`config.mk`:
```
export PLATFORM = sky130hd
export DESIGN_NAME = timer_slot_bank
export DESIGN_NICKNAME = d
export VERILOG_FILES = /design/src/sv/tsb_pkg.sv /design/src/sv/tsb_ram.sv /design/src/sv/tsb_ctrl.sv /design/src/sv/tsb_dp.sv /design/src/sv/timer_slot_bank.sv
export SDC_FILE = /design/constraint.sdc
export NUM_CORES = 2
export LEC_CHECK = 0
export ABC_AREA = 1
export BUFFER_PORTS_ARGS = -buffer_cell sky130_fd_sc_hd__buf_2
export CAP_MARGIN = 0
export CORE_MARGIN = 2
export CORE_UTILIZATION = 30
export DETAILED_ROUTE_END_ITERATION = 12
export PLACE_DENSITY = 0.46
export SYNTH_ARGS = -nofsm -noshare
export SYNTH_HDL_FRONTEND = slang
export SYNTH_SLANG_ARGS = --single-unit
```
`constraint.sdc`:
```
create_clock -name aclk -period 9.25 [get_ports aclk]
set_input_delay 0.4625 -clock aclk [delete_from_list [all_inputs] [get_ports aclk]]
set_output_delay 0.4625 -clock aclk [all_outputs]
set_load 0.02 [all_outputs]
```
`src/sv/tsb_pkg.sv`:
```
package tsb_pkg;

    // operation codes carried in the func field
    localparam logic [2:0] FUNC_CREATE = 3'd0;
    localparam logic [2:0] FUNC_REMOVE = 3'd1;
    localparam logic [2:0] FUNC_PAUSE  = 3'd2;
    localparam logic [2:0] FUNC_RESUME = 3'd3;
    localparam logic [2:0] FUNC_CLEAR  = 3'd4;
    localparam logic [2:0] FUNC_TICK   = 3'd5;
    localparam logic [2:0] FUNC_QUERY  = 3'd6;

    // result status codes
    localparam logic [1:0] ST_OK        = 2'd0;
    localparam logic [1:0] ST_NOT_FOUND = 2'd1;
    localparam logic [1:0] ST_FULL      = 2'd2;

    // fired results reported per tick
    localparam int MAX_RESULTS = 16;

    typedef struct packed {
        logic [2:0]  func;
        logic [31:0] timer_id;
        logic [31:0] interval_us;
        logic        periodic;
        logic [31:0] delta_us;
    } tsb_req_t;

    typedef struct packed {
        logic [1:0]  status;
        logic [31:0] result_id;
        logic        fired;
        logic        found;
        logic [31:0] remaining_us;
        logic        last;
    } tsb_rsp_t;

    // controller to datapath
    typedef struct packed {
        logic load;
        logic sweep_rd;
        logic pick_mode;
        logic pick_start;
        logic commit;
        logic emit_fire;
        logic emit_none;
    } tsb_cmd_t;

    // datapath to controller
    typedef struct packed {
        logic is_tick;
        logic fire_any;
        logic fire_last;
        logic out_free;
    } tsb_sts_t;

endpackage

```
`src/sv/tsb_ram.sv`:
```
module tsb_ram #(
    parameter int WIDTH = 8,
    parameter int DEPTH = 16
) (
    input  logic                                            aclk,
    input  logic                                            wr_en,
    input  logic [((DEPTH > 1) ? $clog2(DEPTH) : 1)-1:0]    wr_addr,
    input  logic [WIDTH-1:0]                                wr_data,
    input  logic                                            rd_en,
    input  logic [((DEPTH > 1) ? $clog2(DEPTH) : 1)-1:0]    rd_addr,
    output logic [WIDTH-1:0]                                rd_data
);

    logic [WIDTH-1:0] mem_reg [DEPTH];
    logic [WIDTH-1:0] rd_data_reg;

    always_ff @(posedge aclk) begin
        if (wr_en) begin
            mem_reg[wr_addr] <= wr_data;
        end
        if (rd_en) begin
            rd_data_reg <= mem_reg[rd_addr];
        end
    end

    assign rd_data = rd_data_reg;

endmodule

```
`src/sv/tsb_ctrl.sv`:
```
module tsb_ctrl import tsb_pkg::*; #(
    parameter int TIMER_SLOTS = 16
) (
    input  logic                                                    aclk,
    input  logic                                                    aresetn,
    input  logic                                                    s_valid,
    output logic                                                    s_ready,
    input  tsb_sts_t                                                sts,
    output tsb_cmd_t                                                cmd,
    output logic [((TIMER_SLOTS > 1) ? $clog2(TIMER_SLOTS) : 1)-1:0] sweep_addr
);

    localparam int AW = (TIMER_SLOTS > 1) ? $clog2(TIMER_SLOTS) : 1;
    localparam int CW = $clog2(TIMER_SLOTS + 1);

    typedef enum logic [5:0] {
        S_IDLE    = 6'b000001,
        S_SWEEP   = 6'b000010,
        S_COMMIT  = 6'b000100,
        S_TICKEND = 6'b001000,
        S_PICK    = 6'b010000,
        S_EMIT    = 6'b100000
    } state_t;

    state_t        state_reg, state_next;
    logic [CW-1:0] cnt_reg, cnt_next;
    logic          sweep_more;

    assign s_ready    = (state_reg == S_IDLE);
    assign sweep_more = (cnt_reg < CW'(TIMER_SLOTS));
    assign sweep_addr = AW'(cnt_reg);

    always_comb begin
        state_next = state_reg;
        cnt_next   = cnt_reg;
        cmd        = '0;
        unique case (state_reg)
            S_IDLE: begin
                if (s_valid) begin
                    cmd.load   = 1'b1;
                    cnt_next   = '0;
                    state_next = S_SWEEP;
                end
            end
            S_SWEEP: begin
                // last read data is processed in the cycle the count hits the end
                if (sweep_more) begin
                    cmd.sweep_rd = 1'b1;
                    cnt_next     = cnt_reg + 1'b1;
                end else if (sts.is_tick) begin
                    state_next = S_TICKEND;
                end else begin
                    state_next = S_COMMIT;
                end
            end
            S_COMMIT: begin
                if (sts.out_free) begin
                    cmd.commit = 1'b1;
                    state_next = S_IDLE;
                end
            end
            S_TICKEND: begin
                if (!sts.fire_any) begin
                    if (sts.out_free) begin
                        cmd.emit_none = 1'b1;
                        state_next    = S_IDLE;
                    end
                end else begin
                    cmd.pick_start = 1'b1;
                    cnt_next       = '0;
                    state_next     = S_PICK;
                end
            end
            S_PICK: begin
                cmd.pick_mode = 1'b1;
                if (sweep_more) begin
                    cmd.sweep_rd = 1'b1;
                    cnt_next     = cnt_reg + 1'b1;
                end else begin
                    state_next = S_EMIT;
                end
            end
            S_EMIT: begin
                if (sts.out_free) begin
                    cmd.emit_fire = 1'b1;
                    if (sts.fire_last) begin
                        state_next = S_IDLE;
                    end else begin
                        cmd.pick_start = 1'b1;
                        cnt_next       = '0;
                        state_next     = S_PICK;
                    end
                end
            end
            default: begin
                state_next = S_IDLE;
            end
        endcase
    end

    always_ff @(posedge aclk) begin
        if (!aresetn) begin
            state_reg <= S_IDLE;
            cnt_reg   <= '0;
        end else begin
            state_reg <= state_next;
            cnt_reg   <= cnt_next;
        end
    end

`ifndef ASSERT_OFF
    a_cnt_range: assert property (@(posedge aclk) disable iff (!aresetn)
        cnt_reg <= CW'(TIMER_SLOTS))
        else $error("sweep count past slot range");

    a_one_action: assert property (@(posedge aclk) disable iff (!aresetn)
        $onehot0({cmd.load, cmd.sweep_rd, cmd.commit, cmd.emit_fire, cmd.emit_none}))
        else $error("more than one datapath action in a cycle");
`endif

endmodule

```
`src/sv/tsb_dp.sv`:
```
module tsb_dp import tsb_pkg::*; #(
    parameter int TIMER_SLOTS = 16,
    parameter int TIME_BITS   = 32
) (
    input  logic                                                    aclk,
    input  logic                                                    aresetn,
    input  tsb_req_t                                                s_req,
    input  tsb_cmd_t                                                cmd,
    input  logic [((TIMER_SLOTS > 1) ? $clog2(TIMER_SLOTS) : 1)-1:0] sweep_addr,
    output tsb_sts_t                                                sts,
    output logic                                                    m_valid,
    input  logic                                                    m_ready,
    output tsb_rsp_t                                                m_rsp
);

    localparam int AW       = (TIMER_SLOTS > 1) ? $clog2(TIMER_SLOTS) : 1;
    localparam int ECW      = $clog2(MAX_RESULTS);
    // slot word: ident, interval, elapsed, reload, halted
    localparam int HALT_B   = 0;
    localparam int RELOAD_B = 1;
    localparam int ELAP_LO  = 2;
    localparam int IVL_LO   = 2 + TIME_BITS;
    localparam int ID_LO    = 2 + 2 * TIME_BITS;
    localparam int WW       = 34 + 2 * TIME_BITS;

    // request
    logic [2:0]           func_reg, func_next;
    logic [31:0]          tid_reg, tid_next;
    logic                 per_reg, per_next;
    logic [TIME_BITS-1:0] ivl_reg, ivl_next;
    logic [TIME_BITS-1:0] delta_reg, delta_next;
    logic [TIME_BITS-1:0] ivl_sat, delta_sat;

    // slot flags
    logic [TIMER_SLOTS-1:0] live_reg, live_next;
    logic [TIMER_SLOTS-1:0] fire_reg, fire_next;
    logic [TIMER_SLOTS-1:0] pick_onehot;
    logic [31:0]            id_cnt_reg, id_cnt_next;

    // sweep trackers
    logic          free_found_reg, free_found_next;
    logic [AW-1:0] free_slot_reg, free_slot_next;
    logic          match_found_reg, match_found_next;
    logic [AW-1:0] match_slot_reg, match_slot_next;
    logic [WW-1:0] match_word_reg, match_word_next;
    logic          pick_found_reg, pick_found_next;
    logic [AW-1:0] pick_slot_reg, pick_slot_next;
    logic [31:0]   pick_id_reg, pick_id_next;
    logic [ECW-1:0] emit_cnt_reg, emit_cnt_next;

    // read pipeline
    logic          proc_valid_reg;
    logic [AW-1:0] proc_addr_reg;
    logic          proc_pick_reg;

    // output register
    logic     m_valid_reg, m_valid_next;
    tsb_rsp_t m_rsp_reg, m_rsp_next;
    logic     out_free;

    // ram
    logic          ram_wr_en;
    logic [AW-1:0] ram_wr_addr;
    logic [WW-1:0] ram_wr_data;
    logic [WW-1:0] ram_rd_data;

    logic [31:0]          rd_id;
    logic [TIME_BITS-1:0] rd_ivl, rd_elap;
    logic                 rd_reload, rd_halt, rd_live;
    logic [TIME_BITS:0]   elap_sum;
    logic [TIME_BITS-1:0] elap_new;
    logic                 expire;

    logic [TIME_BITS-1:0] m_ivl, m_elap, rem_diff;
    logic [31:0]          rem32;
    logic [31:0]          new_id;
    logic                 fire_last;

    tsb_ram #(
        .WIDTH (WW),
        .DEPTH (TIMER_SLOTS)
    ) u_ram (
        .aclk    (aclk),
        .wr_en   (ram_wr_en),
        .wr_addr (ram_wr_addr),
        .wr_data (ram_wr_data),
        .rd_en   (cmd.sweep_rd),
        .rd_addr (sweep_addr),
        .rd_data (ram_rd_data)
    );

    // times wider than TIME_BITS saturate
    if (TIME_BITS >= 32) begin : g_wide_in
        assign ivl_sat   = TIME_BITS'(s_req.interval_us);
        assign delta_sat = TIME_BITS'(s_req.delta_us);
    end else begin : g_narrow_in
        assign ivl_sat   = (s_req.interval_us[31:TIME_BITS] != '0) ? '1
                           : s_req.interval_us[TIME_BITS-1:0];
        assign delta_sat = (s_req.delta_us[31:TIME_BITS] != '0) ? '1
                           : s_req.delta_us[TIME_BITS-1:0];
    end

    assign m_ivl    = match_word_reg[IVL_LO +: TIME_BITS];
    assign m_elap   = match_word_reg[ELAP_LO +: TIME_BITS];
    assign rem_diff = (m_elap > m_ivl) ? '0 : (m_ivl - m_elap);

    if (TIME_BITS > 32) begin : g_wide_rem
        assign rem32 = (rem_diff[TIME_BITS-1:32] != '0) ? '1 : rem_diff[31:0];
    end else begin : g_narrow_rem
        assign rem32 = 32'(rem_diff);
    end

    assign rd_id     = ram_rd_data[ID_LO +: 32];
    assign rd_ivl    = ram_rd_data[IVL_LO +: TIME_BITS];
    assign rd_elap   = ram_rd_data[ELAP_LO +: TIME_BITS];
    assign rd_reload = ram_rd_data[RELOAD_B];
    assign rd_halt   = ram_rd_data[HALT_B];
    assign rd_live   = live_reg[proc_addr_reg];
    assign elap_sum  = {1'b0, rd_elap} + {1'b0, delta_reg};
    assign elap_new  = elap_sum[TIME_BITS] ? '1 : elap_sum[TIME_BITS-1:0];
    assign expire    = (elap_new >= rd_ivl);

    // id counter wraps past zero
    assign new_id = ((id_cnt_reg + 32'd1) == '0) ? 32'd1 : (id_cnt_reg + 32'd1);

    assign pick_onehot = TIMER_SLOTS'(1) << pick_slot_reg;
    assign fire_last   = ((fire_reg & ~pick_onehot) == '0)
                         || (emit_cnt_reg == ECW'(MAX_RESULTS - 1));
    assign out_free    = !m_valid_reg || m_ready;

    assign sts.is_tick   = (func_reg == FUNC_TICK);
    assign sts.fire_any  = (fire_reg != '0);
    assign sts.fire_last = fire_last;
    assign sts.out_free  = out_free;

    assign m_valid = m_valid_reg;
    assign m_rsp   = m_rsp_reg;

    always_comb begin
        func_next        = func_reg;
        tid_next         = tid_reg;
        per_next         = per_reg;
        ivl_next         = ivl_reg;
        delta_next       = delta_reg;
        live_next        = live_reg;
        fire_next        = fire_reg;
        id_cnt_next      = id_cnt_reg;
        free_found_next  = free_found_reg;
        free_slot_next   = free_slot_reg;
        match_found_next = match_found_reg;
        match_slot_next  = match_slot_reg;
        match_word_next  = match_word_reg;
        pick_found_next  = pick_found_reg;
        pick_slot_next   = pick_slot_reg;
        pick_id_next     = pick_id_reg;
        emit_cnt_next    = emit_cnt_reg;
        m_valid_next     = m_valid_reg && !m_ready;
        m_rsp_next       = m_rsp_reg;
        ram_wr_en        = 1'b0;
        ram_wr_addr      = proc_addr_reg;
        ram_wr_data      = ram_rd_data;

        if (cmd.load) begin
            func_next        = s_req.func;
            tid_next         = s_req.timer_id;
            per_next         = s_req.periodic;
            ivl_next         = ivl_sat;
            delta_next       = delta_sat;
            free_found_next  = 1'b0;
            match_found_next = 1'b0;
            fire_next        = '0;
            emit_cnt_next    = '0;
        end

        if (cmd.pick_start) begin
            pick_found_next = 1'b0;
        end

        // one slot word per cycle comes back from the ram
        if (proc_valid_reg) begin
            if (proc_pick_reg) begin
                // strict compare keeps the lower slot on equal ids
                if (fire_reg[proc_addr_reg] && (!pick_found_reg || (rd_id < pick_id_reg))) begin
                    pick_found_next = 1'b1;
                    pick_slot_next  = proc_addr_reg;
                    pick_id_next    = rd_id;
                end
            end else if (func_reg == FUNC_TICK) begin
                if (rd_live && !rd_halt) begin
                    ram_wr_en = 1'b1;
                    if (expire) begin
                        ram_wr_data[ELAP_LO +: TIME_BITS] = '0;
                        fire_next[proc_addr_reg]          = 1'b1;
                        if (!rd_reload) begin
                            live_next[proc_addr_reg] = 1'b0;
                        end
                    end else begin
                        ram_wr_data[ELAP_LO +: TIME_BITS] = elap_new;
                    end
                end
            end else begin
                if (!rd_live && !free_found_reg) begin
                    free_found_next = 1'b1;
                    free_slot_next  = proc_addr_reg;
                end
                if (rd_live && (rd_id == tid_reg) && (tid_reg != '0) && !match_found_reg) begin
                    match_found_next = 1'b1;
                    match_slot_next  = proc_addr_reg;
                    match_word_next  = ram_rd_data;
                end
            end
        end

        if (cmd.commit) begin
            m_valid_next              = 1'b1;
            m_rsp_next                = '0;
            m_rsp_next.last           = 1'b1;
            m_rsp_next.status         = ST_OK;
            unique case (func_reg)
                FUNC_CREATE: begin
                    if (!free_found_reg) begin
                        m_rsp_next.status = ST_FULL;
                    end else begin
                        id_cnt_next                 = new_id;
                        live_next[free_slot_reg]    = 1'b1;
                        ram_wr_en                   = 1'b1;
                        ram_wr_addr                 = free_slot_reg;
                        ram_wr_data                 = {new_id, ivl_reg, {TIME_BITS{1'b0}},
                                                       per_reg, 1'b0};
                        m_rsp_next.result_id        = new_id;
                    end
                end
                FUNC_REMOVE, FUNC_PAUSE, FUNC_RESUME: begin
                    if (!match_found_reg) begin
                        m_rsp_next.status    = ST_NOT_FOUND;
                        m_rsp_next.result_id = tid_reg;
                    end else if (func_reg == FUNC_REMOVE) begin
                        live_next[match_slot_reg] = 1'b0;
                    end else begin
                        ram_wr_en                   = 1'b1;
                        ram_wr_addr                 = match_slot_reg;
                        ram_wr_data                 = match_word_reg;
                        ram_wr_data[HALT_B]         = (func_reg == FUNC_PAUSE);
                        m_rsp_next.result_id        = tid_reg;
                    end
                end
                FUNC_CLEAR: begin
                    live_next   = '0;
                    id_cnt_next = '0;
                end
                FUNC_QUERY: begin
                    m_rsp_next.result_id = tid_reg;
                    if (!match_found_reg) begin
                        m_rsp_next.status = ST_NOT_FOUND;
                    end else begin
                        m_rsp_next.found        = 1'b1;
                        m_rsp_next.remaining_us = rem32;
                    end
                end
                default: begin
                    // tick never commits here; the unused code reports not found
                    m_rsp_next.status = ST_NOT_FOUND;
                end
            endcase
        end

        if (cmd.emit_none) begin
            m_valid_next    = 1'b1;
            m_rsp_next      = '0;
            m_rsp_next.last = 1'b1;
        end

        if (cmd.emit_fire) begin
            m_valid_next             = 1'b1;
            m_rsp_next               = '0;
            m_rsp_next.status        = ST_OK;
            m_rsp_next.result_id     = pick_id_reg;
            m_rsp_next.fired         = 1'b1;
            m_rsp_next.last          = fire_last;
            fire_next[pick_slot_reg] = 1'b0;
            emit_cnt_next            = emit_cnt_reg + 1'b1;
        end
    end

    always_ff @(posedge aclk) begin
        if (!aresetn) begin
            live_reg        <= '0;
            fire_reg        <= '0;
            id_cnt_reg      <= '0;
            free_found_reg  <= 1'b0;
            match_found_reg <= 1'b0;
            pick_found_reg  <= 1'b0;
            emit_cnt_reg    <= '0;
            proc_valid_reg  <= 1'b0;
            m_valid_reg     <= 1'b0;
            func_reg        <= FUNC_CREATE;
        end else begin
            live_reg        <= live_next;
            fire_reg        <= fire_next;
            id_cnt_reg      <= id_cnt_next;
            free_found_reg  <= free_found_next;
            match_found_reg <= match_found_next;
            pick_found_reg  <= pick_found_next;
            emit_cnt_reg    <= emit_cnt_next;
            proc_valid_reg  <= cmd.sweep_rd;
            m_valid_reg     <= m_valid_next;
            func_reg        <= func_next;
        end
    end

    always_ff @(posedge aclk) begin
        tid_reg        <= tid_next;
        per_reg        <= per_next;
        ivl_reg        <= ivl_next;
        delta_reg      <= delta_next;
        free_slot_reg  <= free_slot_next;
        match_slot_reg <= match_slot_next;
        match_word_reg <= match_word_next;
        pick_slot_reg  <= pick_slot_next;
        pick_id_reg    <= pick_id_next;
        proc_addr_reg  <= sweep_addr;
        proc_pick_reg  <= cmd.pick_mode;
        m_rsp_reg      <= m_rsp_next;
    end

`ifndef ASSERT_OFF
    a_load_out_free: assert property (@(posedge aclk) disable iff (!aresetn)
        (cmd.commit || cmd.emit_fire || cmd.emit_none) |-> out_free)
        else $error("result loaded while output register is held");

    a_fire_only_tick: assert property (@(posedge aclk) disable iff (!aresetn)
        (fire_reg != '0) |-> (func_reg == FUNC_TICK))
        else $error("fired slots outside a tick");

    a_create_live: assert property (@(posedge aclk) disable iff (!aresetn)
        (cmd.commit && (func_reg == FUNC_CREATE) && free_found_reg)
        |=> live_reg[$past(free_slot_reg)])
        else $error("created slot not live");
`endif

endmodule

```
`src/sv/timer_slot_bank.sv`:
```
// channel | direction | handshake         | payload
// s_      | in        | s_valid / s_ready | s_req (tsb_req_t): one timer request
// m_      | out       | m_valid / m_ready | m_rsp (tsb_rsp_t): one result, last on final
//
// every request sweeps all slots through the slot ram, one slot per cycle:
// the result is registered after the sweep; the next request is accepted only in idle,
// after that result is loaded; a tick sweeps once more for each fired result it reports,
// each fired result coming from one ordered pass over the slots (at most 16 per tick)
// aresetn is synchronous, active low; it frees every slot and zeroes the id counter
// a held result stalls the controller at its next result; a request that follows an
// item's final result is still accepted and swept while that result waits
module timer_slot_bank import tsb_pkg::*; #(
    parameter int TIMER_SLOTS = 16,
    parameter int TIME_BITS   = 32
) (
    input  logic     aclk,
    input  logic     aresetn,
    input  logic     s_valid,
    output logic     s_ready,
    input  tsb_req_t s_req,
    output logic     m_valid,
    input  logic     m_ready,
    output tsb_rsp_t m_rsp
);

    localparam int AW = (TIMER_SLOTS > 1) ? $clog2(TIMER_SLOTS) : 1;

    tsb_cmd_t      cmd;
    tsb_sts_t      sts;
    logic [AW-1:0] sweep_addr;

    tsb_ctrl #(
        .TIMER_SLOTS (TIMER_SLOTS)
    ) u_ctrl (
        .aclk       (aclk),
        .aresetn    (aresetn),
        .s_valid    (s_valid),
        .s_ready    (s_ready),
        .sts        (sts),
        .cmd        (cmd),
        .sweep_addr (sweep_addr)
    );

    tsb_dp #(
        .TIMER_SLOTS (TIMER_SLOTS),
        .TIME_BITS   (TIME_BITS)
    ) u_dp (
        .aclk       (aclk),
        .aresetn    (aresetn),
        .s_req      (s_req),
        .cmd        (cmd),
        .sweep_addr (sweep_addr),
        .sts        (sts),
        .m_valid    (m_valid),
        .m_ready    (m_ready),
        .m_rsp      (m_rsp)
    );

endmodule

```
-- Word-level counts from Yosys, hierarchy flattened
Memories as Yosys holds them, arrays and structs flattened. A register that Yosys moved wholly into a read port is not among the register bits.
Index checks and enable logic that the tools add are counted.
- memory bits (read-only): 0
- memories kept: 1
- RAM bits: 1568
- register bits: 400
- output and inout port bits: 71
- latch bits: 0
- bitwise operators: 12
- add/sub/neg operators: 5
- reductions and logical operators: 41
- $mul: 0
- muxes and demuxes: 121
- shifts and indexed selects: 1
- eq/ne operators: 22
- order comparisons: 12
- divide/modulo/power cells: 0
- memory list (name ; words ; width ; rd ports ; clocked after Yosys merged registers in ; write ports ; line ; text):
    u_dp.u_ram.mem_reg ; 16 ; 98 ; 1 ; 1 ; 1 ; tsb_ram.sv:14 ; logic [WIDTH-1:0] mem_reg [DEPTH];
- operator list (cell ; number):
    two-way mux 98 bit ; 4
    two-way mux 32 bit ; 12
    two-way mux 16 bit ; 17
    two-way mux 67 bit ; 3
    one-hot mux 98 bit (2 select lines) ; 1
    one-hot mux 32 bit (3 select lines) ; 1
    two-way mux 33 bit ; 2
    AND 16 bit ; 4
    inverter 16 bit ; 4
    one-hot mux 32 bit (2 select lines) ; 1
    one-hot mux 16 bit (3 select lines) ; 1
    two-way mux 1 bit ; 47
    two-way mux 6 bit ; 6
    one-hot mux 6 bit (6 select lines) ; 1
    adder 32 x 32 -> 33 bit ; 1
    adder 32 x 1 -> 32 bit, second input constant ; 1
    == test 32 bit ; 1
    greater-or-equal comparator 32 bit ; 1
    greater-than comparator 32 bit ; 1
    zero test 32 bit ; 1
    < comparator 32 bit ; 1
    bitwise OR 16 bit ; 2
    nonzero test 32 bit ; 1
    subtractor 32 bit ; 1
    other kinds (43) ; 99

-- Logic depth before layout (Yosys ltp)
- depth after elaboration: 17
- gate-level depth with buffers: 29
- mapped depth without buffers: 27

-- Cells and area by module
From an unflattened synthesis, not the netlist that was laid out.
- cells, all modules: 9521
- area, all modules: 94194.1 um^2
- by module, submodules not included (module ; times used ; area each (um^2) ; cells an instance ; seq. area each (um^2)):
    tsb_ram ; 1 ; 69804.4 ; 6431 ; 50028.0
    tsb_dp ; 1 ; 23596.4 ; 2968 ; 10480.1
    tsb_ctrl ; 1 ; 793.3 ; 122 ; 220.2

-- Worst setup path after synthesis
Ideal clock, no wire load.
- path type: reg2reg
- start: register u_ctrl.state_reg[2]
- end: register u_ctrl.cnt_reg[0]
- period minus slack after synthesis: 6294 ps
- setup time: 132 ps
- slack: 2956 ps
- cell stages (with the launch flop): 13
- data arrival time: 6162 ps
- path buffers: 0
- path through: dfxtp_1 > nor2_1 > nand2_1 > nor2_1 > nand3_1 > nand2_1 > inv_1 > nor2_1 > nor2_1 > nor3_4 > nand2_1 > nand2_1 > a21oi_1
- cells in the longest elaborated chain, start to end: 4
- ends and longest elaborated chain (element ; line ; text):
    from (decl) ; tsb_ctrl.sv:25 ; state_t state_reg, state_next;
    from (signal assigned) ; tsb_ctrl.sv:106 ; state_reg <= state_next;
    == test 6 x 2 -> 1 bit or == test 6 x 5 -> 1 bit (tied branches) ; tsb_ctrl.sv:37 ; unique case (state_reg)
    OR reduction 2 bit (no source line) ; - ;
    != test 2 x 1 -> 1 bit (no source line) or nonzero test 4 bit (tied branches) ; - ;
    AND reduction 6 bit (no source line) ; - ;
    to (signal assigned) ; tsb_ctrl.sv:107 ; cnt_reg <= cnt_next;
    to (decl) ; tsb_ctrl.sv:26 ; logic [CW-1:0] cnt_reg, cnt_next;
Several ways; a longest one is shown, not always the timed one.
A chain may end at the register's enable or synchronous reset.

-- Worst setup path in the final report
- start: register u_dp.u_ram.rd_data_reg[2], in the netlist u_dp.u_ram.rd_data[2], read port of u_dp.u_ram.mem_reg
- end: memory u_dp.u_ram.mem_reg[4][17] in the netlist's numbering, data pin
- cells in the longest elaborated chain, start to end: 12
- ends and longest elaborated chain (element ; line ; text):
    from (decl) ; tsb_ram.sv:15 ; logic [WIDTH-1:0] rd_data_reg;
    adder 32 x 32 -> 33 bit * ; tsb_dp.sv:119 ; assign elap_sum = {1'b0, rd_elap} + {1'b0, delta_reg};
    two-way mux 32 bit * ; tsb_dp.sv:120 ; assign elap_new = elap_sum[TIME_BITS] ? '1 : elap_sum[TIME_BITS-1:0];
    greater-or-equal comparator 32 bit ; tsb_dp.sv:121 ; assign expire = (elap_new >= rd_ivl);
    two-way mux 32 bit * ; tsb_dp.sv:191 ; if (expire) begin
    two-way mux 32 bit * ; tsb_dp.sv:189 ; if (rd_live && !rd_halt) begin
    two-way mux 32 bit * ; tsb_dp.sv:188 ; end else if (func_reg == FUNC_TICK) begin
    two-way mux 32 bit * ; tsb_dp.sv:181 ; if (proc_pick_reg) begin
    two-way mux 32 bit * ; tsb_dp.sv:180 ; if (proc_valid_reg) begin
    two-way mux 98 bit ; tsb_dp.sv:237 ; end else if (func_reg == FUNC_REMOVE) begin
    two-way mux 98 bit ; tsb_dp.sv:234 ; if (!match_found_reg) begin
    one-hot mux 98 bit (2 select lines) ; tsb_dp.sv:219 ; unique case (func_reg)
    two-way mux 98 bit * ; tsb_dp.sv:214 ; if (cmd.commit) begin
    net u_dp.ram_wr_data[17] ; tsb_dp.sv:64 ; logic [WW-1:0] ram_wr_data;
    to (decl) ; tsb_ram.sv:14 ;
Mark *: on every way through the listed nets, which the timed path passes. The rest lies on a longest branch.

==> out/results.txt <==
Worst path bufs/invs: 3
Register area: 60700 µm²
Setup Crit Path Kind: flip-flop to flip-flop
Internal power: 16000 µW
Busiest grt layer: met2
Global-route wire length before repair: 435 mm
First-pass DRT Iterations: 6
First-iteration detailed-routing DRC count: 6310
Synth top area share: 66.5%
Crit share post-route: 77.7%
CTS sink count: 2065
Port Buffer Count: 174
Max Root-Sink Buffers: 4
Fin crit period: 7.19 ns
EDFF count, synth: 1937
Final Max Slew Viols: 0
Crit path cell chain: ha_1 -> fa_1 -> nand2_1 -> nand3_1 -> nand2_1 -> inv_1 -> a21o_1 -> nand2_1 -> nand2_1 -> a21oi_2 -> nand3_1 -> ha_1 -> nand2_1 -> inv_1 -> o21ai_0 -> a21oi_1 -> or2_2 -> a21oi_1 -> nand3_1 -> nor2_4 -> buf_4 -> nand3_1 -> a22oi_1
Yosys cell types: 59
Total GRT Usage: 20.2%
Wire per inst: 25.9 µm
# IOs: 175
Reg power frac: 50.0%
Max frequency: 139 MHz
TNS Setup: 0 ns
CTS buffer count: 217
Slew of the pin with the lowest slew margin: 1.39 ns
Combinational Power Share: 11.0%
Post-synth top cells: edfxtp_1 (1937), nand2_1 (1093), nor2_1 (1046)
CP dominant cell by count: nand2_1
GPL Wtd Cong: 0.927
Worst path top cell family by delay: compound AO/OA/AOI/OAI gates
Sw Pwr: 5620 µW
HP Class: input port to flip-flop
Post-Syn Instances: 7559
Setup bufs post-CTS: 0
Initial antenna violation count: 16
Slew headroom: 6.92%
Status: finished, final reports clean
Switching share of power: 26.0%
Top-count cell post-synth: edfxtp_1
Htree depth: 4
Vias: 61600
Met1 usage: 29.5%
Total grt overflow: 0
Final hold viol count: 0
Fill count: 28800
Yosys reg bits: 2065
Pre-CTS worst setup slack: 2.06 ns
Worst Skew: 0.0579 ns
Largest register FFs: 1568
Die width: 544 µm
Setup violators final: 0
Crit-path slowest cell: a22oi_1
Yosys warns: 0
Met2 Resource Use GR: 32.1%
Routed WL: 307 mm
Die Area: 296000 µm²
GRT met3 Usage: 2.07%
Leak Pwr: 0.0343 µW
Max rail drop VDD: 152 µV
Post-cts sizing count: 0
Root Buffer: clkbuf_16
Seq/Total Area, Yosys: 69.4%
Clk slew on worst S/H paths: 0.06 ns
Arr. time, crit path: 7.69 ns
RSZ-0062 raised after global routing: no
Via/cell ratio: 5.19
Synth top area cells: edfxtp_1 (67%), o21ai_0 (5.7%), nand2_1 (4.7%)
Core ar.: 291000 µm²
Area growth syn-to-layout: 15.2%
Clock Power Share: 39.0%
Crit. End Element: flip-flop
Worst Path Required: 9.74 ns
Syn Area/Cell: 11.6 µm²
Max Cap Viol: 0
Routed Antenna Nets: 0
Core Rows: 198
Mapped Area: 87500 µm²
Post-layout nets: 8017
Drt drc: 0
Asr flop ratio synth: 0%
Vias in the first global route: 58400
Worst setup margin: 2.06 ns
Synth area leader: edfxtp_1
Multi-input gate area: 23800 µm²
Initial Utilization: 30.1%
Synthesized Nets: 7795
Placed wire-length estimate: 179 mm
Share of cells above drive strength 1: 8.65%
CTS tree: built
Crit path max fanout: 32
Hold_ws: 0.0745 ns
Primary FF master, synth: edfxtp_1
Insertion delay to the later sink of the worst-skew pair: 0.90 ns
Largest net degree at the start of global routing: 197
Worst path max stage delay: 0.91 ns
Die Ht: 544 µm
Pwr Density: 214 nW/µm²
Hold buffer count at CTS: 101
Type of origin of the critical path: flip-flop
==> cell type report <==
type                       instances  area share (%)
timing repair buffer             399            3.03
clock buffer                     264            5.64
inverter                         428            1.64
multi-input combinational       4670            23.6
tap                             3900            4.84
antenna                            5          0.0124
sequential                      2065            60.3
clock inverter                   125            1.02
==> cells in the final DEF, fill, tap and decap left out, types with 14 or more instances in the layout <==
| master | instances |
|---|---|
| buf_4 | 105 |
| dlygate4sd3_1 | 101 |
| clkinv_2 | 40 |
| a21oi_1 | 212 |
| xor2_1 | 35 |
| nor4_1 | 25 |
| clkbuf_16 | 218 |
| nand2_1 | 1091 |
| or2_2 | 16 |
| nand4_1 | 59 |
| inv_1 | 404 |
| edfxtp_1 | 1937 |
| nand3_1 | 345 |
| nor2_4 | 23 |
| clkbuf_1 | 40 |
| o22ai_1 | 249 |
| xnor2_1 | 24 |
| dfxtp_1 | 125 |
| ha_1 | 130 |
| clkinv_1 | 54 |
| o21ai_0 | 993 |
| o211ai_1 | 69 |
| o221ai_1 | 168 |
| buf_2 | 174 |
| buf_12 | 19 |
| a31oi_1 | 14 |
| nor2_1 | 1028 |
| nor3_1 | 39 |
| a22oi_1 | 32 |
| o21bai_1 | 16 |
| bufinv_16 | 15 |
==> kinds of logic (layout without fill, tap and decap cells) <==
| family | count (synthesis) | in the layout | share of synthesized area, % |
|---|---|---|---|
| other | 0 | 5 | 0 |
| flip-flops | 2065 | 2065 | 69.4 |
| AO/OA/AOI/OAI | 1814 | 1814 | 12.0 |
| adder cells (fa/ha/maj) | 132 | 132 | 1.91 |
| buffers and inverters | 824 | 1216 | 3.59 |
| XOR/XNOR | 59 | 59 | 0.591 |
| AND/OR/NAND/NOR | 2665 | 2665 | 12.5 |
==> power by group through the flow <==
stage	Clock, µW	Sequential, µW	Combinational [µW]
floorplan	0	10900	1420
global placement	0	11000	2320
detailed placement	0	11000	2320
CTS	8620	10800	2360
global route	8950	10800	2600
finish	8430	10800	2370
==> metrics by stage <==
stage	std cells	instance area (µm²)	utilization, %	power (µW)
2_1_floorplan	7559	87500	-	12300
3_3_place_gp	11400	93100	32.0	13300
3_5_place_dp	11400	93100	32.0	13300
4_1_cts	11900	101000	34.7	21800
5_1_grt	11900	101000	34.7	22300
6_report	11900	101000	34.7	21600
==> worst paths after layout <==
kind         cells after the start  slack, ns                        end                  start
max                             23       2.06  u_dp.u_ram.mem_reg[4][17]  u_dp.u_ram.rd_data[2]
min                              3       0.07           u_dp.func_reg[2]              s_req[99]
max reg2reg                     23       2.06  u_dp.u_ram.mem_reg[4][17]  u_dp.u_ram.rd_data[2]
min reg2reg                      0       0.44      u_dp.proc_addr_reg[3]      u_ctrl.cnt_reg[3]
==> worst reg2reg max path, delay by kind of cell (launching register included) <==
| kind | cells | cell delay, ns |
|---|---|---|
| buffers and inverters | 3 | 0.56 |
| adder cells (fa/ha/maj) | 3 | 1.04 |
| AND/OR/NAND/NOR | 11 | 2.33 |
| AO/OA/AOI/OAI | 6 | 2.48 |
| flip-flops | 1 | 0.41 |
==> layer usage <==
metal  routed length, µm  vias up
met1              143000    31300
met5                  41        -
met4                6540        6
met3               17300      346
li1                    -    27900
met2              141000     2054
Power figures use the tool's default switching activity.
